### src/sv/tsrl_pkg.sv
package tsrl_pkg;

	typedef enum logic [2:0] {
		KIND_TICK      = 3'd0,
		KIND_SAMPLE    = 3'd1,
		KIND_SET_CLOCK = 3'd2,
		KIND_READ      = 3'd3,
		KIND_CLEAR     = 3'd4
	} kind_t;

	// one stored record, also the memory word
	typedef struct packed {
		logic [31:0] stamp;
		logic [7:0]  pct;
		logic [7:0]  phase;
		logic        chg;
		logic        vbus;
		logic [7:0]  wake;
	} rec_t;

	// what travels with an item down the time-of-day pipeline
	typedef struct packed {
		rec_t        rec;
		logic        hit;
		logic        known;
		logic [8:0]  held;
		logic [31:0] dropped;
	} meta_t;

	localparam int REC_W = $bits(rec_t);
	localparam int OFF_W = 34;

	localparam logic [16:0] INTERVAL_RST = 17'd300;
	localparam logic [7:0]  PCT_NONE     = 8'hFF;
	localparam logic [8:0]  PCT_MAX      = 9'd100;

	// multiple of 86400 above 2^32: lifts stamp + offset clear of zero
	localparam logic [OFF_W-1:0] DAY_BIAS = 34'd4295030400;

	// 86400 = 128 * 675; floor(v / 675) = (v * RECIP_675) >> 37 for v < 2^27
	localparam logic [27:0] RECIP_675  = 28'd203613265;
	localparam int          SHIFT_675  = 37;
	localparam logic [9:0]  DIV_675    = 10'd675;
	// floor(s / 3600) = (s * RECIP_3600) >> 27 for s < 86400
	localparam logic [15:0] RECIP_3600 = 16'd37283;
	localparam int          SHIFT_3600 = 27;
	localparam logic [11:0] SECS_HOUR  = 12'd3600;
	// floor(m / 60) = (m * RECIP_60) >> 18 for m < 3600
	localparam logic [12:0] RECIP_60   = 13'd4370;
	localparam int          SHIFT_60   = 18;
	localparam logic [5:0]  SECS_MIN   = 6'd60;

endpackage

### src/sv/tsrl_tod.sv
module tsrl_tod
	import tsrl_pkg::*;
(
	input  logic             clk,
	input  logic             arst_n,
	input  logic             in_valid,
	output logic             in_ready,
	input  meta_t            in_meta,
	input  logic [OFF_W-1:0] in_off,
	output logic             out_valid,
	input  logic             out_ready,
	output meta_t            out_meta,
	output logic [4:0]       out_hours,
	output logic [5:0]       out_minutes,
	output logic [5:0]       out_seconds
);

	localparam int NSTG = 7;

	logic [NSTG-1:0] vld_q;
	logic [NSTG-1:0] en;

	meta_t meta_s2, meta_s3, meta_s4, meta_s5, meta_s6, meta_s7, meta_s8;
	logic [26:0] v_s2, v_s3;
	logic [6:0]  lo_s2, lo_s3;
	logic [17:0] q_s3;
	logic [16:0] secs_s4, secs_s5;
	logic [4:0]  hr_s5, hr_s6, hr_s7, hr_s8;
	logic [11:0] ms_s6, ms_s7;
	logic [5:0]  mn_s7, mn_s8, sc_s8;

	logic [OFF_W-1:0] u;
	logic [54:0]      prod_675;
	logic [26:0]      qm;
	logic [26:0]      rem_675;
	logic [32:0]      prod_hr;
	logic [16:0]      hr_secs;
	logic [16:0]      ms_full;
	logic [24:0]      prod_mn;
	logic [11:0]      mn_secs;
	logic [11:0]      sc_full;
	logic             show;

	// a stage loads when it is empty or its successor moves on
	always_comb begin
		en[NSTG-1] = !vld_q[NSTG-1] || out_ready;
		for (int k = NSTG - 2; k >= 0; k--) begin
			en[k] = !vld_q[k] || en[k+1];
		end
	end

	assign in_ready = en[0];

	always_ff @(posedge clk or negedge arst_n) begin
		if (!arst_n) begin
			vld_q <= '0;
		end else begin
			if (en[0]) begin
				vld_q[0] <= in_valid;
			end
			for (int k = 1; k < NSTG; k++) begin
				if (en[k]) begin
					vld_q[k] <= vld_q[k-1];
				end
			end
		end
	end

	always_comb begin
		u        = {2'b00, in_meta.rec.stamp} + in_off + DAY_BIAS;
		prod_675 = 55'(v_s2) * 55'(RECIP_675);
		qm       = 27'(q_s3) * 27'(DIV_675);
		rem_675  = v_s3 - qm;
		prod_hr  = 33'(secs_s4) * 33'(RECIP_3600);
		hr_secs  = 17'(hr_s5) * 17'(SECS_HOUR);
		ms_full  = secs_s5 - hr_secs;
		prod_mn  = 25'(ms_s6) * 25'(RECIP_60);
		mn_secs  = 12'(mn_s7) * 12'(SECS_MIN);
		sc_full  = ms_s7 - mn_secs;
		show     = meta_s7.hit && meta_s7.known;
	end

	always_ff @(posedge clk) begin
		if (en[0]) begin
			meta_s2 <= in_meta;
			v_s2    <= u[OFF_W-1:7];
			lo_s2   <= u[6:0];
		end
		if (en[1]) begin
			meta_s3 <= meta_s2;
			v_s3    <= v_s2;
			lo_s3   <= lo_s2;
			q_s3    <= prod_675[SHIFT_675 +: 18];
		end
		if (en[2]) begin
			meta_s4 <= meta_s3;
			secs_s4 <= {rem_675[9:0], lo_s3};
		end
		if (en[3]) begin
			meta_s5 <= meta_s4;
			secs_s5 <= secs_s4;
			hr_s5   <= prod_hr[SHIFT_3600 +: 5];
		end
		if (en[4]) begin
			meta_s6 <= meta_s5;
			hr_s6   <= hr_s5;
			ms_s6   <= ms_full[11:0];
		end
		if (en[5]) begin
			meta_s7 <= meta_s6;
			hr_s7   <= hr_s6;
			ms_s7   <= ms_s6;
			mn_s7   <= prod_mn[SHIFT_60 +: 6];
		end
		if (en[6]) begin
			meta_s8 <= meta_s7;
			hr_s8   <= show ? hr_s7 : '0;
			mn_s8   <= show ? mn_s7 : '0;
			sc_s8   <= show ? sc_full[5:0] : '0;
		end
	end

	assign out_valid   = vld_q[NSTG-1];
	assign out_meta    = meta_s8;
	assign out_hours   = hr_s8;
	assign out_minutes = mn_s8;
	assign out_seconds = sc_s8;

endmodule

### config.mk
export PLATFORM = sky130hd
export DESIGN_NAME = tsrl_tod
export DESIGN_NICKNAME = d
export VERILOG_FILES = /design/src/sv/tsrl_pkg.sv /design/src/sv/tsrl_tod.sv
export SDC_FILE = /design/constraint.sdc
export NUM_CORES = 2
export LEC_CHECK = 0
export BUFFER_PORTS_ARGS = -buffer_cell sky130_fd_sc_hd__buf_2
export CORE_MARGIN = 3
export CORE_UTILIZATION = 59
export CTS_CLUSTER_SIZE = 12
export DETAILED_ROUTE_END_ITERATION = 6
export PLACE_DENSITY = 0.77
export SLEW_MARGIN = 20
export SYNTH_ARGS = -nofsm -noshare
export SYNTH_HDL_FRONTEND = slang
export SYNTH_SLANG_ARGS = --single-unit
### constraint.sdc
create_clock -name clk -period 23.6 [get_ports clk]
set_input_delay 3.54 -clock clk [delete_from_list [all_inputs] [get_ports clk]]
set_output_delay 3.54 -clock clk [all_outputs]
set_load 0.02 [all_outputs]
==> summary.md <==
| Metric | Value |
|---|---|
| Core Area | 73300 um2 |
| Final ANT Viol Nets | 0 |
| Die Ht | 279 um |
| Register area share after synthesis | 58.7% |
| Synth area leaders | edfxtp_1 (58%), ha_1 (16%), fa_1 (12%) |
| R2R Path End | q_s3[9] |
| Crit path max fanout | 48 |
| Ys flop type | edfxtp_1 |
| Synth-to-Final Area Change | 11.3% |
| GRT Util Overall | 24.6% |
| Die Area | 77800 um2 |
| Setup violators final | 0 |
| Fraction of layout cells with a size suffix above 1 | 12.3% |
| RSZ-0062 raised after global routing | no |
| CP peak stage delay | 0.77 ns |
| Max clock buf depth | 3 |
| Hold slack | 0.378 ns |
| CP Launch Type | primary input |
| Clock latency reported for the late side of the worst-skew pair | 0.63 ns |
| Root buffer selected by CTS | clkbuf_16 |
| Crit path top cell by count | buf_2 |
| Vias in the first global route | 24.8k |
| Detail Placement HPWL | 64300 um |
| CTS tree | built |
| Final wirelength | 94000 um |
| Critical path startpoint | out_ready |
| Max Slew Vio Count | 0 |
| Slew @ Worst Pin | 0.985 ns |
| Reg2Reg Depth | 23 |
| Crit path capture | in_ready |
| DRT iter0 DRCs | 1708 |
| Avg WL per Cell | 22.6 um |
| Tcrit/Tclk final | 41.2% |
| Most common cell after layout, fill and taps aside | edfxtp_1 |
| Post-Route Setup TNS | 0 ns |
| Critical path endpoint category | output pin |
| First-pass GRT wire length | 143000 um |
| Post-CTS Hold Buffers | 0 |
| Clock transition at path regs | 0.06 ns |
| Total number of vias | 22.9k |
| Vias per inst | 5.51 |
| I/O Pins | 259 |
| Syn_area_per_cell | 15.6 um2 |
| Internal reg-to-reg setup slack | 16.56 ns |
| Cts repair resizes | 0 |
| Critical path cell sequence | buf_2 > nor2b_1 > nand3_4 > nor2_1 > nand4_1 > buf_2 |
| Final hold vios | 0 |
| Post-Syn Area | 44000 um2 |
| Antenna violations before repair | 14 |
| Total grt overflow | 0 |
| CTS Sinks | 860 |
| Post-layout min period | 9.72 ns |
| Peak Freq | 103 MHz |
| Critical Path RT | 20.06 ns |
| Asr flop ratio synth | 0.814% |
| PortBufs | 258 |
| Max cap viols | 0 |
| Worst path slowest cell | nor2_1 |
| Hold Crit Class | flip-flop to flip-flop |
| Initial Utilization | 59.9% |
| Htree depth | 3 |
| Largest net degree at the start of global routing | 85 |
| RR Startpoint | v_s2[7] |
| Clock skew | 0.0469 ns |
| Yosys top cell by area | edfxtp_1 |
| Total CTS buffers | 83 |
| # DRC | 0 |
| Detailed Routing Iterations Pass 1 | 5 |
| Synth cell types | 62 |
| Nets@finish | 4137 |
| Synthesized Nets | 3790 |
| Die Wd | 279 um |
| Slew margin rel. | 34.3% |
| Crit Path Category | primary input to output pin |
| Arrival @ worst endpoint | 6.18 ns |
| Seq cells post-synth | 860 |
| Top-area cell type share of the netlist area | 58.3% |
| Postcts setup bufs | 0 |
| Status | finished clean |
| Syn Inst Count | 2815 |
| GP Congestion | 0.924 |
| Commonest non-fill, non-tap cells in the layout | edfxtp_1 (853), ha_1 (565), inv_1 (560) |
| Site Rows | 99 |
| Post-synth EDFFs | 853 |
| Synth Warn # | 0 |
==> kinds of logic after synthesis <==
kind of cell               Yosys count  synth area share (%)
DFF                                860                  58.7
adders and majority gates          836                  28.4
and+or+nand+nor                    211                  2.48
buffers and inverters              569                  4.86
muxes                                2                0.0455
xor gates and xnor gates            89                  1.77
AOI/OAI and AO/OA                  248                  3.74
==> sequential cells by signal (all words and copies together), names as in the netlist, 6 cells and up <==
register	count
secs_s5	12
lo_s2	7
meta_s3	101
out_minutes	6
ms_s6	12
lo_s3	7
v_s3	10
mn_s7	6
out_seconds	6
vld_q	7
meta_s2	101
meta_s5	101
q_s3	10
out_meta	101
v_s2	27
meta_s7	101
ms_s7	6
meta_s4	101
meta_s6	101
secs_s4	17
==> synthesized netlist by cell type, types with 2 or more instances <==
library cell	count
mux2i_1	2
clkbuf_1	7
inv_1	562
a21o_1	59
a2111oi_0	2
o21a_1	9
o21bai_1	8
o31ai_2	2
or2_2	6
nor4_1	4
nand2_1	40
nor3b_1	5
ha_1	565
nor2b_1	10
fa_1	271
nand3_1	24
or3_1	4
and2_1	4
and3_1	18
o21ai_1	8
xor2_1	18
a211o_1	2
xnor2_1	71
nor2_1	47
nand2b_1	14
a21oi_2	4
a221oi_1	3
o21ai_0	24
o2111ai_1	2
dfrtp_1	7
a21oi_1	81
a211oi_1	8
nor3_1	11
edfxtp_1	853
a31o_2	2
a31oi_1	7
a311oi_1	3
o211ai_1	10
nand4_1	15
==> critical path: cells and delay by family <==
| kind | cells | cell delay [ns] |
|---|---|---|
| and+or+nand+nor | 4 | 2.29 |
| buffers and inverters | 2 | 0.35 |
==> how the worst min path moves through the flow <==
| stage | start | end | slack, ns | depth (start not counted) |
|---|---|---|---|---|
| final | meta_s4[89] | meta_s5[89] | 0.38 | 0 |
| after global routing | meta_s7[92] | out_meta[92] | 0.40 | 0 |
| after global placement | meta_s6[49] | meta_s7[49] | 0.40 | 0 |
| after detailed placement | hr_s6[3] | hr_s7[3] | 0.40 | 0 |
| after floorplan | hr_s6[0] | hr_s7[0] | 0.40 | 0 |
| after CTS | meta_s4[89] | meta_s5[89] | 0.38 | 0 |
==> routing by layer <==
metal | global-route usage, % | part of all wire, %
met4 | 9.17 | 3.8
met1 | 31.1 | 39
met3 | 3.81 | 5.9
met5 | 0 | 0.075
met2 | 43.3 | 52
==> metrics by stage <==
| step | utilization, % | instance area (um2) | cells | setup WS, ns |
|---|---|---|---|---|
| floorplan | - | 44000 | 2815 | 8.44 |
| global placement | 63.5 | 46500 | 4036 | 14.15 |
| detailed placement | 63.5 | 46500 | 4036 | 13.96 |
| CTS | 66.7 | 48900 | 4148 | 13.83 |
| global route | 66.7 | 48900 | 4155 | 13.66 |
| finish | 66.7 | 48900 | 4160 | 13.88 |
==> cell type report <==
class	instances	area, um2
clock buffers	100	2140
multi-input cells	1386	16100
fillers	4859	24400
clock inverters	12	211
diodes	12	30.0
repair buffers	269	1390
well taps	959	1200
inverters	562	2110
flip-flops and latches	860	25800
Power is not shown: default switching activity piles up to over one toggle a cycle in this logic, so the estimate is an artifact.
